===== src/design/cmap_pkg.sv =====
// ----------------------------------------------------------------------------
// cmap_pkg
// Shared types and constants for the circular monochromatic progression
// detector.
// ----------------------------------------------------------------------------
package cmap_pkg;

  // Default board memory depth.
  localparam int MAX_CELLS_DEF = 256;

  // Fixed field widths.
  localparam int CFG_W   = 9;
  localparam int IDX_W   = 8;
  localparam int COLOR_W = 2;

  // Register reset values.
  localparam logic [CFG_W-1:0] BOARD_SIZE_RST = 9'd64;
  localparam logic [CFG_W-1:0] AP_LENGTH_RST  = 9'd3;

  // Register indexes, taken from address bit 2.
  localparam logic REG_BOARD_SIZE = 1'b0;
  localparam logic REG_AP_LENGTH  = 1'b1;

  localparam logic [COLOR_W-1:0] COLOR_EMPTY = '0;

  typedef enum logic [1:0] {
    KIND_WRITE  = 2'd0,
    KIND_MEMBER = 2'd1,
    KIND_WINNER = 2'd2,
    KIND_NONE   = 2'd3
  } kind_e;

  // Finished result handed from the sequencer to the output register.
  typedef struct packed {
    logic               vld;
    logic               ap_found;
    logic [COLOR_W-1:0] winner_color;
  } res_t;

endpackage


===== src/design/cmap_board_ram.sv =====
// ----------------------------------------------------------------------------
// cmap_board_ram
// Board cell store: one write port, one read port with registered data.
// ----------------------------------------------------------------------------
module cmap_board_ram #(
  parameter int MAX_CELLS = cmap_pkg::MAX_CELLS_DEF
) (
  input  logic                         clk_i,
  input  logic                         we_i,
  input  logic [$clog2(MAX_CELLS)-1:0] waddr_i,
  input  logic [cmap_pkg::COLOR_W-1:0] wdata_i,
  input  logic [$clog2(MAX_CELLS)-1:0] raddr_i,
  output logic [cmap_pkg::COLOR_W-1:0] rdata_o
);

  logic [cmap_pkg::COLOR_W-1:0] mem_q [MAX_CELLS];

  always_ff @(posedge clk_i) begin
    if (we_i) begin
      mem_q[waddr_i] <= wdata_i;
    end
  end

  always_ff @(posedge clk_i) begin
    rdata_o <= mem_q[raddr_i];
  end

endmodule


===== src/design/cmap_step_unit.sv =====
// ----------------------------------------------------------------------------
// cmap_step_unit
// Shared arithmetic unit: moves a board position by a distance forward or backward
// modulo the board size and advances an offset accumulator against a limit.
// ----------------------------------------------------------------------------
module cmap_step_unit #(
  parameter int MAX_CELLS = cmap_pkg::MAX_CELLS_DEF,
  localparam int AW   = $clog2(MAX_CELLS),
  localparam int NW   = $clog2(MAX_CELLS + 1),
  localparam int CmpW = (NW > cmap_pkg::CFG_W) ? NW : cmap_pkg::CFG_W,
  localparam int AccW = CmpW + 1
) (
  input  logic [NW-1:0]   n_i,
  input  logic [NW-1:0]   lim_i,
  input  logic [AW-1:0]   pos_i,
  input  logic [NW-1:0]   dist_i,
  input  logic            back_i,
  input  logic [AccW-1:0] acc_i,
  input  logic [AccW-1:0] add_i,
  output logic [AW-1:0]   pos_o,
  output logic [AccW-1:0] acc_o,
  output logic            acc_le_o
);

  logic [NW:0] pos_e;
  logic [NW:0] dist_e;
  logic [NW:0] n_e;
  logic [NW:0] fwd_sum;
  logic [NW:0] pos_nx;

  assign pos_e   = (NW+1)'(pos_i);
  assign dist_e  = (NW+1)'(dist_i);
  assign n_e     = (NW+1)'(n_i);
  assign fwd_sum = pos_e + dist_e;

  // The distance is always below the board size, so one correction suffices.
  always_comb begin
    if (back_i) begin
      if (pos_e >= dist_e) begin
        pos_nx = pos_e - dist_e;
      end else begin
        pos_nx = pos_e + n_e - dist_e;
      end
    end else begin
      if (fwd_sum >= n_e) begin
        pos_nx = fwd_sum - n_e;
      end else begin
        pos_nx = fwd_sum;
      end
    end
  end

  assign pos_o    = pos_nx[AW-1:0];
  assign acc_o    = acc_i + add_i;
  assign acc_le_o = (acc_o <= AccW'(lim_i));

endmodule


===== src/design/cmap_seq.sv =====
// ----------------------------------------------------------------------------
// cmap_seq
// Sequencer: clears the board after reset, runs writes, membership checks and
// winner scans one board read at a time through the shared step unit.
// ----------------------------------------------------------------------------
module cmap_seq #(
  parameter int MAX_CELLS = cmap_pkg::MAX_CELLS_DEF,
  localparam int AW   = $clog2(MAX_CELLS),
  localparam int NW   = $clog2(MAX_CELLS + 1),
  localparam int CmpW = (NW > cmap_pkg::CFG_W) ? NW : cmap_pkg::CFG_W,
  localparam int AccW = CmpW + 1
) (
  input  logic                         clk_i,
  input  logic                         rst_ni,
  input  logic                         in_valid_i,
  output logic                         in_stall_o,
  input  logic [1:0]                   kind_i,
  input  logic [cmap_pkg::IDX_W-1:0]   cell_index_i,
  input  logic [cmap_pkg::COLOR_W-1:0] cell_color_i,
  input  logic [cmap_pkg::CFG_W-1:0]   board_size_i,
  input  logic [cmap_pkg::CFG_W-1:0]   ap_length_i,
  input  logic                         out_free_i,
  output cmap_pkg::res_t               res_o,
  output logic                         we_o,
  output logic [AW-1:0]                waddr_o,
  output logic [cmap_pkg::COLOR_W-1:0] wdata_o,
  output logic [AW-1:0]                raddr_o,
  input  logic [cmap_pkg::COLOR_W-1:0] rdata_i
);

  typedef enum logic [4:0] {
    ST_CLR, ST_IDLE, ST_WR,
    ST_M_LOAD, ST_M_C, ST_M_D, ST_M_BR, ST_M_BC, ST_M_FS, ST_M_FR, ST_M_FC, ST_M_NX,
    ST_W_I, ST_W_IC, ST_W_D, ST_W_R, ST_W_C, ST_W_NX,
    ST_DONE
  } state_e;

  state_e                       state_q;
  logic [AW-1:0]                clr_q;
  logic [NW-1:0]                n_q;
  logic [cmap_pkg::CFG_W-1:0]   k_q;
  logic [cmap_pkg::CFG_W-1:0]   div_q;
  logic [AW-1:0]                loc_q;
  logic                         in_rng_q;
  logic [cmap_pkg::COLOR_W-1:0] color_q;
  logic [cmap_pkg::COLOR_W-1:0] c_q;
  logic [NW-1:0]                i_q;
  logic [NW-1:0]                d_q;
  logic [AccW-1:0]              dk_q;
  logic [AW-1:0]                pos_q;
  logic [AccW-1:0]              off_q;
  logic [AccW-1:0]              cnt_q;
  logic [cmap_pkg::CFG_W-1:0]   t_q;
  logic                         found_q;
  logic [cmap_pkg::COLOR_W-1:0] win_q;

  logic [CmpW-1:0]            bs_e;
  logic [CmpW-1:0]            max_e;
  logic [CmpW-1:0]            n_cur_e;
  logic                       idx_in;
  logic [cmap_pkg::CFG_W-1:0] div_cur;
  logic [NW-1:0]              nm1;
  logic                       k_le1;
  logic [AccW-1:0]            cnt_inc;
  logic                       cnt_hit;
  logic [cmap_pkg::CFG_W:0]   t_inc;
  logic                       t_hit;
  logic                       dk_ok;
  logic                       accept;
  logic                       same;

  logic [AW-1:0]   su_pos;
  logic            su_back;
  logic [AccW-1:0] su_acc;
  logic [AccW-1:0] su_add;
  logic [AW-1:0]   su_pos_nx;
  logic [AccW-1:0] su_acc_nx;
  logic            su_le;

  // Board size in use is clamped to the memory depth.
  assign bs_e    = CmpW'(board_size_i);
  assign max_e   = CmpW'(MAX_CELLS);
  assign n_cur_e = (bs_e > max_e) ? max_e : bs_e;
  assign idx_in  = (CmpW'(cell_index_i) < n_cur_e);
  assign div_cur = (ap_length_i > 9'd1) ? (ap_length_i - 9'd1) : 9'd1;

  assign nm1     = n_q - NW'(1);
  assign k_le1   = (k_q <= 9'd1);
  assign cnt_inc = cnt_q + AccW'(1);
  assign cnt_hit = (cnt_inc >= AccW'(k_q));
  assign t_inc   = (cmap_pkg::CFG_W+1)'(t_q) + (cmap_pkg::CFG_W+1)'(1);
  assign t_hit   = (t_inc >= (cmap_pkg::CFG_W+1)'(k_q));
  assign dk_ok   = (dk_q <= AccW'(nm1));
  assign same    = (rdata_i == c_q);

  assign in_stall_o = (state_q != ST_IDLE);
  assign accept     = in_valid_i && (state_q == ST_IDLE);

  assign res_o.vld          = (state_q == ST_DONE);
  assign res_o.ap_found     = found_q;
  assign res_o.winner_color = win_q;

  // Operand selection for the shared step unit.
  always_comb begin
    su_pos  = pos_q;
    su_back = 1'b0;
    su_acc  = off_q;
    su_add  = AccW'(d_q);
    unique case (state_q)
      ST_M_D: begin
        su_pos  = loc_q;
        su_back = 1'b1;
        su_acc  = '0;
      end
      ST_M_BC: begin
        su_back = 1'b1;
      end
      ST_M_FS: begin
        su_pos = loc_q;
        su_acc = '0;
      end
      ST_M_NX, ST_W_NX: begin
        su_acc = dk_q;
        su_add = AccW'(div_q);
      end
      ST_W_D: begin
        su_pos = AW'(i_q);
        su_acc = '0;
      end
      default: begin
      end
    endcase
  end

  cmap_step_unit #(
    .MAX_CELLS(MAX_CELLS)
  ) u_step (
    .n_i     (n_q),
    .lim_i   (nm1),
    .pos_i   (su_pos),
    .dist_i  (d_q),
    .back_i  (su_back),
    .acc_i   (su_acc),
    .add_i   (su_add),
    .pos_o   (su_pos_nx),
    .acc_o   (su_acc_nx),
    .acc_le_o(su_le)
  );

  // Memory port control.
  always_comb begin
    we_o    = 1'b0;
    waddr_o = loc_q;
    wdata_o = color_q;
    raddr_o = pos_q;
    unique case (state_q)
      ST_CLR: begin
        we_o    = 1'b1;
        waddr_o = clr_q;
        wdata_o = cmap_pkg::COLOR_EMPTY;
      end
      ST_WR: begin
        we_o = in_rng_q;
      end
      ST_M_LOAD: begin
        raddr_o = loc_q;
      end
      ST_W_I: begin
        raddr_o = AW'(i_q);
      end
      default: begin
      end
    endcase
  end

  always_ff @(posedge clk_i or negedge rst_ni) begin
    if (!rst_ni) begin
      state_q  <= ST_CLR;
      clr_q    <= '0;
      n_q      <= '0;
      k_q      <= '0;
      div_q    <= '0;
      loc_q    <= '0;
      in_rng_q <= 1'b0;
      color_q  <= '0;
      c_q      <= '0;
      i_q      <= '0;
      d_q      <= '0;
      dk_q     <= '0;
      pos_q    <= '0;
      off_q    <= '0;
      cnt_q    <= '0;
      t_q      <= '0;
      found_q  <= 1'b0;
      win_q    <= '0;
    end else begin
      unique case (state_q)
        ST_CLR: begin
          clr_q <= clr_q + AW'(1);
          if (clr_q == AW'(MAX_CELLS - 1)) begin
            state_q <= ST_IDLE;
          end
        end
        ST_IDLE: begin
          if (accept) begin
            n_q      <= NW'(n_cur_e);
            k_q      <= ap_length_i;
            div_q    <= div_cur;
            loc_q    <= AW'(cell_index_i);
            in_rng_q <= idx_in;
            color_q  <= cell_color_i;
            i_q      <= '0;
            found_q  <= 1'b0;
            win_q    <= '0;
            unique case (cmap_pkg::kind_e'(kind_i))
              cmap_pkg::KIND_WRITE:  state_q <= ST_WR;
              cmap_pkg::KIND_MEMBER: state_q <= idx_in ? ST_M_LOAD : ST_DONE;
              cmap_pkg::KIND_WINNER: state_q <= ST_W_I;
              cmap_pkg::KIND_NONE:   state_q <= ST_DONE;
              default:               state_q <= ST_DONE;
            endcase
          end
        end
        ST_WR: begin
          state_q <= ST_DONE;
        end
        // Membership check.
        ST_M_LOAD: begin
          state_q <= ST_M_C;
        end
        ST_M_C: begin
          c_q     <= rdata_i;
          d_q     <= NW'(1);
          dk_q    <= AccW'(div_q);
          state_q <= ST_M_D;
        end
        ST_M_D: begin
          if (!dk_ok) begin
            state_q <= ST_DONE;
          end else if (k_le1) begin
            found_q <= 1'b1;
            state_q <= ST_DONE;
          end else begin
            cnt_q   <= AccW'(1);
            pos_q   <= su_pos_nx;
            off_q   <= su_acc_nx;
            state_q <= ST_M_BR;
          end
        end
        ST_M_BR: begin
          state_q <= ST_M_BC;
        end
        ST_M_BC: begin
          if (!same) begin
            state_q <= ST_M_FS;
          end else if (cnt_hit) begin
            found_q <= 1'b1;
            state_q <= ST_DONE;
          end else begin
            cnt_q <= cnt_inc;
            if (su_le) begin
              pos_q   <= su_pos_nx;
              off_q   <= su_acc_nx;
              state_q <= ST_M_BR;
            end else begin
              state_q <= ST_M_FS;
            end
          end
        end
        ST_M_FS: begin
          pos_q   <= su_pos_nx;
          off_q   <= su_acc_nx;
          state_q <= ST_M_FR;
        end
        ST_M_FR: begin
          state_q <= ST_M_FC;
        end
        ST_M_FC: begin
          if (!same) begin
            state_q <= ST_M_NX;
          end else if (cnt_hit) begin
            found_q <= 1'b1;
            state_q <= ST_DONE;
          end else begin
            cnt_q <= cnt_inc;
            if (su_le) begin
              pos_q   <= su_pos_nx;
              off_q   <= su_acc_nx;
              state_q <= ST_M_FR;
            end else begin
              state_q <= ST_M_NX;
            end
          end
        end
        ST_M_NX: begin
          dk_q    <= su_acc_nx;
          d_q     <= d_q + NW'(1);
          state_q <= ST_M_D;
        end
        // Winner scan.
        ST_W_I: begin
          if (i_q < n_q) begin
            state_q <= ST_W_IC;
          end else begin
            state_q <= ST_DONE;
          end
        end
        ST_W_IC: begin
          c_q <= rdata_i;
          if (rdata_i == cmap_pkg::COLOR_EMPTY) begin
            i_q     <= i_q + NW'(1);
            state_q <= ST_W_I;
          end else begin
            d_q     <= NW'(1);
            dk_q    <= AccW'(div_q);
            state_q <= ST_W_D;
          end
        end
        ST_W_D: begin
          if (!dk_ok) begin
            i_q     <= i_q + NW'(1);
            state_q <= ST_W_I;
          end else if (k_le1) begin
            win_q   <= c_q;
            state_q <= ST_DONE;
          end else begin
            t_q     <= 9'd1;
            pos_q   <= su_pos_nx;
            state_q <= ST_W_R;
          end
        end
        ST_W_R: begin
          state_q <= ST_W_C;
        end
        ST_W_C: begin
          if (!same) begin
            state_q <= ST_W_NX;
          end else if (t_hit) begin
            win_q   <= c_q;
            state_q <= ST_DONE;
          end else begin
            t_q     <= t_inc[cmap_pkg::CFG_W-1:0];
            pos_q   <= su_pos_nx;
            state_q <= ST_W_R;
          end
        end
        ST_W_NX: begin
          dk_q    <= su_acc_nx;
          d_q     <= d_q + NW'(1);
          state_q <= ST_W_D;
        end
        ST_DONE: begin
          if (out_free_i) begin
            state_q <= ST_IDLE;
          end
        end
        default: begin
          state_q <= ST_IDLE;
        end
      endcase
    end
  end

endmodule


===== src/design/circular_mono_ap_detector.sv =====
// ----------------------------------------------------------------------------
// circular_mono_ap_detector
// Circular board of colored cells with membership checks and a winner scan
// for equal-colored arithmetic progressions.
// ----------------------------------------------------------------------------
//
//   Channel  Direction  Handshake                Payload
//   -------  ---------  -----------------------  ----------------------------------
//   input    in         in_valid_i / in_stall_o  kind_i, cell_index_i, cell_color_i
//   output   out        out_valid_o / out_stall_i  ap_found_o, winner_color_o
//   config   in/out     APB psel/penable/pready  paddr, pwdata, prdata
//
// After reset the board memory is cleared one cell a cycle while in_stall_o
// stays high; configuration writes are taken meanwhile. A membership check
// and a winner scan are limited by the single memory read port with its
// registered data: a check reads about 2*n/d cells for each step d, a scan
// up to n*dmax*(k-1) cells in the worst case. Only one request is in flight;
// a finished result sits in the output register, so a stalled output holds
// the result without stopping the next request from being accepted once the
// sequencer has handed it over.
//
module circular_mono_ap_detector #(
  parameter int MAX_CELLS = cmap_pkg::MAX_CELLS_DEF
) (
  input  logic                         clk_i,
  input  logic                         rst_ni,
  // Request channel.
  input  logic                         in_valid_i,
  output logic                         in_stall_o,
  input  logic [1:0]                   kind_i,
  input  logic [cmap_pkg::IDX_W-1:0]   cell_index_i,
  input  logic [cmap_pkg::COLOR_W-1:0] cell_color_i,
  // Result channel.
  output logic                         out_valid_o,
  input  logic                         out_stall_i,
  output logic                         ap_found_o,
  output logic [cmap_pkg::COLOR_W-1:0] winner_color_o,
  // Configuration port.
  input  logic                         psel,
  input  logic                         penable,
  input  logic                         pwrite,
  input  logic [2:0]                   paddr,
  input  logic [31:0]                  pwdata,
  output logic [31:0]                  prdata,
  output logic                         pready
);

  localparam int AW = $clog2(MAX_CELLS);

  logic [cmap_pkg::CFG_W-1:0]   board_size_q;
  logic [cmap_pkg::CFG_W-1:0]   ap_length_q;
  logic                         cfg_wr;

  logic                         out_valid_q;
  logic                         ap_found_q;
  logic [cmap_pkg::COLOR_W-1:0] winner_color_q;
  logic                         out_free;

  cmap_pkg::res_t               res;
  logic                         ram_we;
  logic [AW-1:0]                ram_waddr;
  logic [cmap_pkg::COLOR_W-1:0] ram_wdata;
  logic [AW-1:0]                ram_raddr;
  logic [cmap_pkg::COLOR_W-1:0] ram_rdata;

  // The register bank answers every access at once.
  assign pready = 1'b1;
  assign cfg_wr = psel && penable && pwrite && pready;

  always_ff @(posedge clk_i or negedge rst_ni) begin
    if (!rst_ni) begin
      board_size_q <= cmap_pkg::BOARD_SIZE_RST;
      ap_length_q  <= cmap_pkg::AP_LENGTH_RST;
    end else if (cfg_wr) begin
      unique case (paddr[2])
        cmap_pkg::REG_BOARD_SIZE: board_size_q <= pwdata[cmap_pkg::CFG_W-1:0];
        cmap_pkg::REG_AP_LENGTH:  ap_length_q  <= pwdata[cmap_pkg::CFG_W-1:0];
        default: begin
        end
      endcase
    end
  end

  always_comb begin
    unique case (paddr[2])
      cmap_pkg::REG_BOARD_SIZE: prdata = 32'(board_size_q);
      cmap_pkg::REG_AP_LENGTH:  prdata = 32'(ap_length_q);
      default:                  prdata = '0;
    endcase
  end

  // The sequencer drives the board memory ports and holds the shared step unit. It holds
  // each finished result until the output register is free to take it.
  cmap_seq #(
    .MAX_CELLS(MAX_CELLS)
  ) u_seq (
    .clk_i       (clk_i),
    .rst_ni      (rst_ni),
    .in_valid_i  (in_valid_i),
    .in_stall_o  (in_stall_o),
    .kind_i      (kind_i),
    .cell_index_i(cell_index_i),
    .cell_color_i(cell_color_i),
    .board_size_i(board_size_q),
    .ap_length_i (ap_length_q),
    .out_free_i  (out_free),
    .res_o       (res),
    .we_o        (ram_we),
    .waddr_o     (ram_waddr),
    .wdata_o     (ram_wdata),
    .raddr_o     (ram_raddr),
    .rdata_i     (ram_rdata)
  );

  cmap_board_ram #(
    .MAX_CELLS(MAX_CELLS)
  ) u_board (
    .clk_i  (clk_i),
    .we_i   (ram_we),
    .waddr_i(ram_waddr),
    .wdata_i(ram_wdata),
    .raddr_i(ram_raddr),
    .rdata_o(ram_rdata)
  );

  // Output register: free when empty or when its result is taken this cycle.
  assign out_free = !out_valid_q || !out_stall_i;

  always_ff @(posedge clk_i or negedge rst_ni) begin
    if (!rst_ni) begin
      out_valid_q    <= 1'b0;
      ap_found_q     <= 1'b0;
      winner_color_q <= '0;
    end else if (out_free) begin
      out_valid_q <= res.vld;
      if (res.vld) begin
        ap_found_q     <= res.ap_found;
        winner_color_q <= res.winner_color;
      end
    end
  end

  assign out_valid_o    = out_valid_q;
  assign ap_found_o     = ap_found_q;
  assign winner_color_o = winner_color_q;

  // An accepted request always keeps the input side stalled in the next cycle.
  assert property (@(posedge clk_i) disable iff (!rst_ni)
    in_valid_i && !in_stall_o |=> in_stall_o)
    else $error("request accepted while another is in flight");

  // A check answers only ap_found and a scan only winner_color.
  assert property (@(posedge clk_i) disable iff (!rst_ni)
    out_valid_o |-> !(ap_found_o && (winner_color_o != cmap_pkg::COLOR_EMPTY)))
    else $error("result carries both a hit and a winner color");

  // A new result is loaded only while the sequencer holds the input stalled.
  assert property (@(posedge clk_i) disable iff (!rst_ni)
    !out_valid_o ##1 out_valid_o |-> $past(in_stall_o))
    else $error("result appeared without a request in flight");

endmodule

===== config.mk =====
export PLATFORM = sky130hd
export DESIGN_NAME = circular_mono_ap_detector
export DESIGN_NICKNAME = d
export VERILOG_FILES = /design/src/design/cmap_pkg.sv /design/src/design/cmap_board_ram.sv /design/src/design/cmap_step_unit.sv /design/src/design/cmap_seq.sv /design/src/design/circular_mono_ap_detector.sv
export SDC_FILE = /design/constraint.sdc
export NUM_CORES = 1
export LEC_CHECK = 0
export BUFFER_PORTS_ARGS = -buffer_cell sky130_fd_sc_hd__buf_2
export CORE_ASPECT_RATIO = 1.5
export CORE_MARGIN = 1
export CORE_UTILIZATION = 60
export CTS_BUF_LIST = sky130_fd_sc_hd__clkbuf_4
export DETAILED_ROUTE_END_ITERATION = 8
export HOLD_SLACK_MARGIN = 0.12
export PLACE_DENSITY = 0.89
export SLEW_MARGIN = 40
export SYNTH_ARGS = -nofsm -noshare
export SYNTH_HDL_FRONTEND = slang
export SYNTH_HIERARCHICAL = 1
export SYNTH_SLANG_ARGS = --single-unit

===== constraint.sdc =====
create_clock -name clk_i -period 8.14 [get_ports clk_i]
set_input_delay 1.221 -clock clk_i [delete_from_list [all_inputs] [get_ports clk_i]]
set_output_delay 1.221 -clock clk_i [all_outputs]
set_load 0.005 [all_outputs]

# Word level (Yosys, flattened, before mapping)
# Memory sizes are Yosys's and may differ from the RTL's. A register that Yosys moved wholly into a read port is not among the register bits.
# Cells that the tools add are included.
[op_classes]
n_shift = 0
n_addsub = 13
n_reduce_logical = 38
bitwise_logic = 1
n_eq_ne = 45
n_mul = 0
div = 0
order_cmp = 11
muxes = 80
[ops]
columns = ["op", "n"]
rows = [
  ["$mux W10", 10],
  ["$mux W9", 11],
  ["$pmux W5 S18", 1],
  ["$mux W8", 11],
  ["$mux W5", 15],
  ["$pmux W32 S2", 1],
  ["$pmux W10 S3", 2],
  ["$pmux W9 S3", 2],
  ["$eq A5 B4 Y1 const B", 8],
  ["$pmux W10 S2", 2],
  ["$pmux W8 S2", 2],
  ["$pmux W8 S4", 1],
  ["$ge A10 B9 Y1", 3],
  ["$ne A2 B1 Y1 const B", 13],
  ["$sub A8 B8 Y8", 3],
  ["$eq A5 B3 Y1 const B", 4],
  ["$le A10 B9 Y1", 2],
  ["$pmux W5 S4", 1],
  ["$add A9 B1 Y9 const B", 2],
  ["$pmux W9 S2", 1],
  ["$reduce_and A6 Y1", 3],
  ["$sub A9 B1 Y9 const B", 2],
  ["$mux W2", 8],
  ["$ne A2 B2 Y1 const B", 8],
  ["41 further kinds", 72],
]
[totals]
inputBits = 54
ram_bits = 512
mem_count = 1
latch_bits = 0
ff_bits = 143
mem_bits_ro = 0
[memory_table]
columns = ["name", "depth", "width", "rd", "rd_clocked_by_memory_dff", "wr", "line_no", "text"]
rows = [
  ["u_board.mem_q", 256, 2, 1, 1, 1, "cmap_board_ram.sv:16", "logic [cmap_pkg::COLOR_W-1:0] mem_q [MAX_CELLS];"],
]

# Longest topological paths before layout
# Gate-level depths: netlist of the first run.
[depth]
word_depth = 11
ltp_mapped = 30
ltp_nobuf = 27

# Cells and area by module
# The synthesis of the first run kept the hierarchy.
[modules_own_cells]
columns = ["module", "area_each_um2", "cells_per_inst", "n_inst"]
rows = [
  ["cmap_board_ram", 21381.8, 1242, 1],
  ["cmap_seq", 7930.1, 930, 1],
  ["cmap_step_unit", 2597.5, 344, 1],
  ["circular_mono_ap_detector", 1153.6, 84, 1],
]

# Worst setup path after synthesis of the first run
# OpenSTA, ideal clock, no wires.
[synth_path]
path_type = "register to register"
startpoint = "reg u_seq.state_q[3]"
endpoint = "reg u_seq.pos_q[0]"
path_slack_ps = 2028
period_less_slack_ps = 6112
path_stages_with_launch = 30
t_arrival_ps = 5987
setup_ps = 125
required_time_ps = 8015
cell_sequence = "dfrtp_1 buf_2 clkbuf_1 nor3b_1 a21oi_1 nor3b_1 clkbuf_1 clkbuf_1 mux2_2 ha_1 a21o_1 a21oi_1 o21bai_1 a2111oi_0 nor3b_1 xor2_1 ha_1 nand2_1 nor2_1 a41o_1 a31oi_1 a21oi_1 nor2_1 a2111oi_0 a31oi_1 o21ai_0 o21ai_0 or3_1 buf_6 mux2_4"
[synth_rtl]
columns = ["element", "line_no", "text"]
rows = [
  ["start: declaration", "cmap_seq.sv:38", "state_e state_q;"],
  ["start signal: assignment", "cmap_seq.sv:217", "cmap_pkg::KIND_MEMBER: state_q <= idx_in ? ST_M_LOAD : ST_DONE;"],
  ["$eq A5 B4 Y1 or $eq A5 B5 Y1 (tied branches)", "cmap_seq.sv:109", "unique case (state_q)"],
  ["$reduce_or A2 Y1 (no line) *", "--", ""],
  ["$mux W9 *", "cmap_seq.sv:109", ""],
  ["net u_seq.su_add[2]", "cmap_seq.sv:75", "logic [AccW-1:0] su_add;"],
  ["$add A10 B10 Y10 *", "cmap_step_unit.sv:54", "assign acc_o = acc_i + add_i;"],
  ["net u_seq.su_acc_nx[8]", "cmap_seq.sv:77", "logic [AccW-1:0] su_acc_nx;"],
  ["$le A10 B9 Y1 *", "cmap_step_unit.sv:55", "assign acc_le_o = (acc_o <= AccW'(lim_i));"],
  ["net u_seq.su_le", "cmap_seq.sv:78", "logic su_le;"],
  ["$ne A2 B1 Y1 (no line) *", "--", ""],
  ["$reduce_and A8 Y1 (no line) *", "--", ""],
  ["end signal: assignment", "cmap_seq.sv:245", "pos_q <= su_pos_nx;"],
  ["end signal: assignment", "cmap_seq.sv:262", "pos_q <= su_pos_nx;"],
  ["end signal: assignment", "cmap_seq.sv:271", "pos_q <= su_pos_nx;"],
  ["end: declaration", "cmap_seq.sv:50", "logic [AW-1:0] pos_q;"],
]
# The timed path passes the listed nets; every way through them passes the cells marked *. The select of a mux whose other input is x is not followed.
# A chain may end at the register's enable or synchronous reset.

# Worst setup path after layout of the first run
[layout_path]
startpoint = "reg u_seq.state_q[3]"
endpoint = "reg u_seq.pos_q[6]"
# The elaborated chain is that of the path after synthesis.

==> results of run 1 <==
-- stage by stage --
step	power [mW]	hold WS (ps)	std cells
floorplan	9.63	437	2622
global placement	11.1	463	3233
detailed placement	11.3	474	3235
CTS	13.9	326	3493
global route	14.8	375	3496
finish	14.1	329	3497
-- routing by layer --
metal,up-vias,routed length (um)
li1,9926,-
met1,11100,27800
met3,421,7650
met5,-,13
met4,2,6360
met2,1497,44500
-- layout make-up --
cell class              count  share of cell area
diodes                      2            0.000141
clock buffers             209              0.0442
clock inverters            49             0.00785
inverters                 108              0.0114
multi-input cells        1696               0.361
flip-flops and latches    657               0.535
well taps                 695              0.0245
repair buffers             81              0.0159
-- critical path: cells and delay by family, from the launching register on --
kind / cells / cell delay, ps
and+or+nand+nor: 7 / 1730
AOI/OAI and AO/OA: 12 / 2270
xor gates and xnor gates: 1 / 200
muxes: 2 / 740
adders and majority gates: 3 / 960
DFF: 1 / 730
buffers and inverters: 2 / 470
-- state kept, by name, indices dropped and copies added (netlist names), 2 cells and up --
register	count
u_seq/n_q	9
u_seq/dk_q	10
u_seq/d_q	9
u_seq/off_q	10
u_seq/cnt_q	10
u_seq/c_q	2
u_seq/state_q	5
u_seq/i_q	9
u_seq/loc_q	8
u_seq/clr_q	8
u_board/rdata_o	2
u_seq/t_q	9
winner_color_o	2
u_seq/k_q	9
board_size_q	9
u_board/mem_q	512
u_seq/win_q	2
u_seq/color_q	2
u_seq/div_q	9
u_seq/pos_q	8
ap_length_q	9
-- final timing paths --
check | from | to | cells past startpoint
setup / recovery | u_seq/state_q[3]$_DFFE_PN0P_ | u_seq/pos_q[6]$_DFFE_PN0P_ | 27
hold / removal | rst_ni | u_seq/t_q[4]$_DFFE_PN0P_ | 1
setup reg to reg | u_seq/state_q[3]$_DFFE_PN0P_ | u_seq/pos_q[6]$_DFFE_PN0P_ | 27
hold reg to reg | u_seq/cnt_q[8]$_DFFE_PN0P_ | u_seq/cnt_q[8]$_DFFE_PN0P_ | 2
max in group asynchronous | rst_ni | u_seq/d_q[1]$_DFFE_PN0P_ | 2
min in group clk_i | u_seq/cnt_q[8]$_DFFE_PN0P_ | u_seq/cnt_q[8]$_DFFE_PN0P_ | 2
-- kinds of logic after synthesis --
logic type      after synthesis  share of synthesized area
fa+ha+maj                   111                     0.0445
mux                         245                      0.118
buf+inv                     269                     0.0427
compound gates              414                     0.0875
xor+xnor                     72                     0.0191
flops                       657                      0.575
other cells                   3                   0.000341
simple gates                829                      0.113
-- power by group through the flow --
stage          clock (mW)  sequential, mW  combinational, mW
2_1_floorplan           0            4.59               5.03
3_3_place_gp            0            4.65               6.41
3_5_place_dp            0            4.67               6.66
4_1_cts              2.61            4.60               6.72
5_1_grt              2.76            4.63               7.39
6_report             2.57            4.60               6.91
-- cells in the final DEF (no fill, tap or decap), types with 16 or more instances in the layout --
cell / n
xnor2_1: 47
buf_2: 41
nand2_1: 221
a22oi_1: 22
dfrtp_1: 140
mux2_2: 57
o221ai_1: 20
mux4_2: 82
clkinv_1: 34
conb_1: 25
edfxtp_1: 512
buf_4: 32
o21ai_0: 93
clkbuf_4: 209
nor2b_1: 24
a211oi_1: 16
nand2b_1: 23
a21oi_1: 70
ha_1: 100
nand4_1: 27
nand3_1: 53
mux2i_1: 76
xor2_1: 25
a22o_1: 23
nor3_1: 22
mux4_1: 20
inv_1: 105
nor2_1: 356
==> flow_summary.yaml, run 1 <==
global_routing:
  top_usage_layer: "met2"
  antenna_found_initial: 2
  global_route.usage.met1: 0.336
  first_global_vias: 23700
  met2_usage: 0.552
  grt_max_degree: 112
  grt-ovfl-total: 0
  use_met3: 0.0603
  grt_pass1_wl_um: 132000
  track_usage: 0.312
floorplan:
  ioPinCount: 92
  placementRows: 105
  fp.coreArea_um2: 54500
  start_util: 0.606
  die_y_um: 290
  die-area_um2: 56100
  chipWidth_um: 194
finish:
  multiInputGateArea_um2: 12800
  area_delta_synth_final_pct: 7.47
  seq_area_um2: 19000
  layout-drive-gt1-share: 0.184
  design_area_um2: 35500
  nFillCells: 3758
  nNetsFinal: 2861
  fin_util: 0.652
clock_network:
  cts_num_sinks: 657
  cts_setup_buffers: 0
  h-tree-depth: 4
  cts_resized: 0
  clk_pin_slew_ps: 70
  clk_latency_ps: 920
  ctsHoldBuffers: 0
  cts_root_buf: "clkbuf_4"
  cts_buffer_depth: 3
  cts_tree: "built"
  numCtsBuffers: 152
routing:
  vias_per_cell: 6.55
  drt_iter0_drc: 2398
  ant_nets: 0
  vias: 22900
  wl_per_cell_um: 24.7
  drc: 4
  wirelength_um: 86300
  drt_first_pass_iters: 8
synthesis:
  syn_area_per_cell_um2: 12.7
  yosysWarnings: 6
  synth-edff-count: 512
  ys_seq_area_frac: 0.575
  synth_top_area_cell: "edfxtp_1"
  synthTopCellsByCount: "edfxtp_1, nor2_1, nand2_1"
  syn-instance-count: 2600
  synth_area_leaders: "edfxtp_1, dfrtp_1, mux4_2, nor2_1, ha_1"
  async_flop_share: 0.218
  synth_cell_types: 103
  syn_area_um2: 33100
  synth.most_common_cell: "edfxtp_1"
  ys_seq_elements: 657
  post-synth-top-area-fraction: 0.465
  synth_ff_type: "edfxtp_1"
pwr:
  ir_drop_v: 0.000392
  cellLeakagePower_nw: 13.1
  pwr-share-comb: 0.491
  power.switching_mw: 5.98
  swShare: 0.425
  p_seq_frac: 0.327
  clkPwrFrac: 0.182
  internal_power_mw: 8.10
  power_density_nw_per_um2: 396
place:
  pre_cts_slack_ps: 1060
  routabilityCongestion: 0.940
  dp_hpwl_um: 57200
  post_dp_cell_area_um2: 33600
  io_buffer_count: 42
worst_setup_path:
  cpMaxStageDelayCell: "dfrtp_1"
  crit_path_start_kind: "flip-flop"
  crit_type: "reg -> reg"
  cp_slowest_stage_delay_ps: 730
  crit_path_frequent_cell: "a21oi_1"
  required_ps: 8930
  cp_max_fo: 18
  arrival_ps: 8020
  crit_path_end_kind: "flip-flop"
  r2r_slack_ps: 910
timing:
  finalHoldViolCount: 0
  drv_slew: 0
  tightest_slew_ps: 938
  rsz0062_at_grt: "false"
  fin_ws_ps: 913
  tns_ps: 0
  finalSetupViolCount: 0
  skew_ps: 46.7
  timing.fmax_mhz: 138
  max_slew_margin: 0.371
  period_minus_slack_ps: 7230
  period_share: 0.888
run:
  maxCapViolations: 0
worst_hold_path:
  hp-class: "in -> async"
status:
  violations: "DRC"
  status: "complete, but fails checks"
(Power assumes the default switching activity.)
==> run 2, diff against run 1 <==
--- a/config.mk
+++ b/config.mk
@@ -8,11 +8,11 @@
 export BUFFER_PORTS_ARGS = -buffer_cell sky130_fd_sc_hd__buf_2
 export CORE_ASPECT_RATIO = 1.5
 export CORE_MARGIN = 1
-export CORE_UTILIZATION = 60
+export CORE_UTILIZATION = 59
 export CTS_BUF_LIST = sky130_fd_sc_hd__clkbuf_4
 export DETAILED_ROUTE_END_ITERATION = 8
 export HOLD_SLACK_MARGIN = 0.12
-export PLACE_DENSITY = 0.89
+export PLACE_DENSITY = 0.91
 export SLEW_MARGIN = 40
 export SYNTH_ARGS = -nofsm -noshare
 export SYNTH_HDL_FRONTEND = slang
==> constraint.sdc (replaced) <==
create_clock -name clk_i -period 6.3 [get_ports clk_i]
set_input_delay 0.945 -clock clk_i [delete_from_list [all_inputs] [get_ports clk_i]]
set_output_delay 0.945 -clock clk_i [all_outputs]
set_load 0.005 [all_outputs]
==> flow_summary.yaml, run 2 (synthesized netlist as in run 1, its figures left out) <==
status:
  status: "finished, final reports clean"
clock_network:
  clk_pin_slew_ps: 70
  h-tree-depth: 4
  cts_tree: "built"
  cts_num_sinks: 657
  clk_latency_ps: 910
  cts_root_buf: "clkbuf_4"
  cts_buffer_depth: 3
  numCtsBuffers: 149
global_routing:
  grt_pass1_wl_um: 134000
  first_global_vias: 23900
  grt_max_degree: 257
  track_usage: 0.312
  antenna_found_initial: 1
  grt-ovfl-total: 0
worst_setup_path:
  cpMaxStageDelayCell: "dfrtp_1"
  crit_path_end_kind: "flip-flop"
  crit_path_start_kind: "flip-flop"
  crit_type: "reg -> reg"
  arrival_ps: 6780
  required_ps: 7060
  cp_max_fo: 8
  crit_path_frequent_cell: "buf_4"
  cp_slowest_stage_delay_ps: 400
place:
  routabilityCongestion: 0.959
  dp_hpwl_um: 57700
  post_dp_cell_area_um2: 33900
  io_buffer_count: 42
  placed_cells: 3262
  pre_cts_slack_ps: 25.5
floorplan:
  fp.coreArea_um2: 55000
  start_util: 0.601
  placementRows: 105
  die-area_um2: 57000
  ioPinCount: 92
  die_y_um: 292
  chipWidth_um: 195
timing:
  finalSetupViolCount: 0
  skew_ps: 44.7
  tns_ps: 0
  timing.fmax_mhz: 166
  period_minus_slack_ps: 6020
  rsz0062_at_grt: "false"
  drv_slew: 0
  period_share: 0.955
  finalHoldViolCount: 0
  tightest_slew_ps: 862
  max_slew_margin: 0.422
  fin_ws_ps: 282
finish:
  area_delta_synth_final_pct: 8.71
  layout-drive-gt1-share: 0.196
  layout_commonest_cell: "edfxtp_1"
  fin_cells: 3523
  largest_reg_flops: 512
  design_area_um2: 35900
  top_register: "u_board/mem_q"
  most-common-layout-cells: "edfxtp_1, nor2_1, nand2_1"
  nNetsFinal: 2888
routing:
  drc: 0
  drt_iter0_drc: 3017
  wirelength_um: 88900
  wl_per_cell_um: 25.2
  vias_per_cell: 6.62
  drt_first_pass_iters: 8
  vias: 23300
  ant_nets: 0
run:
  maxCapViolations: 0
worst_hold_path:
  hp-class: "in -> reg"
pwr:
  ir_drop_v: 0.000325
  cellLeakagePower_nw: 13.3
  power_density_nw_per_um2: 517
run 2: cell count changes in the layout (fill, tap and decap cells not counted), moves of 3 or more:
cell,change
clkbuf_4,+5
clkinv_1,-8
buf_16,+3
bufinv_16,+3
buf_4,+26
run 2: critical path: cells and delay by family (launching register included):
kind,cells,cell delay (ps)
mux,1,300
flops,1,400
compound gates,13,2450
buf+inv,4,650
simple gates,7,960
fa+ha+maj,3,900
xor+xnor,1,180
run 2: final timing paths:
kind	from	to	slack [ps]	cells past startpoint
setup / recovery	u_seq/state_q[3]$_DFFE_PN0P_	u_seq/pos_q[1]$_DFFE_PN0P_	280	29
hold / removal	cell_color_i[0]	u_seq/color_q[0]$_DFFE_PN0P_	260	3
setup reg to reg	u_seq/state_q[3]$_DFFE_PN0P_	u_seq/pos_q[1]$_DFFE_PN0P_	280	29
hold reg to reg	u_seq/cnt_q[8]$_DFFE_PN0P_	u_seq/cnt_q[8]$_DFFE_PN0P_	490	2
max in group asynchronous	rst_ni	u_seq/pos_q[1]$_DFFE_PN0P_	4580	4
min in group asynchronous	rst_ni	u_seq/t_q[2]$_DFFE_PN0P_	440	2
run 2: area by class of cell:
cell class	count	area [um^2]
Antenna cell	1	2.50
Clock buffer	214	1610
Clock inverter	41	324
Fill cell	3709	19100
Inverter	108	405
Multi-Input combinational cell	1696	12900
Sequential cell	657	19000
Tap cell	695	870
Timing Repair Buffer	111	867
run 2: routing by layer:
layer  vias up  routed length [um]  global-route usage
li1      10000                   -                   -
met1     11300               28400               0.332
met2      1589               45500               0.546
met3       472                8360              0.0657
met4         0                6610               0.227
met5         -                   0                   0
run 2: timing repair:
| action | 4_1_cts | 5_1_grt |
|---|---|---|
| setup buffers | 0 | 1 |
| gates cloned | 0 | 0 |
| endpoints found under the setup margin | 8 | 8 |
| endpoints found under the hold margin | 68 | 0 |
| hold buffers | 1 | 0 |
| pin swaps | 0 | 1 |
| gates resized for setup | 1 | 10 |
run 2: where the power goes:
group | internal (mW) | switching, mW | leakage [nW]
Combinational | 3.44 | 5.76 | 5.66
Sequential | 5.52 | 0.387 | 6.54
Clock | 1.77 | 1.69 | 1.13
run 2: metrics by stage:
step	power, mW	hold slack, ps	utilization
2_1_floorplan	12.4	437	-
3_3_place_gp	14.4	469	0.614
3_5_place_dp	14.8	477	0.615
4_1_cts	18.3	190	0.650
5_1_grt	19.4	227	0.653
6_report	18.6	255	0.653
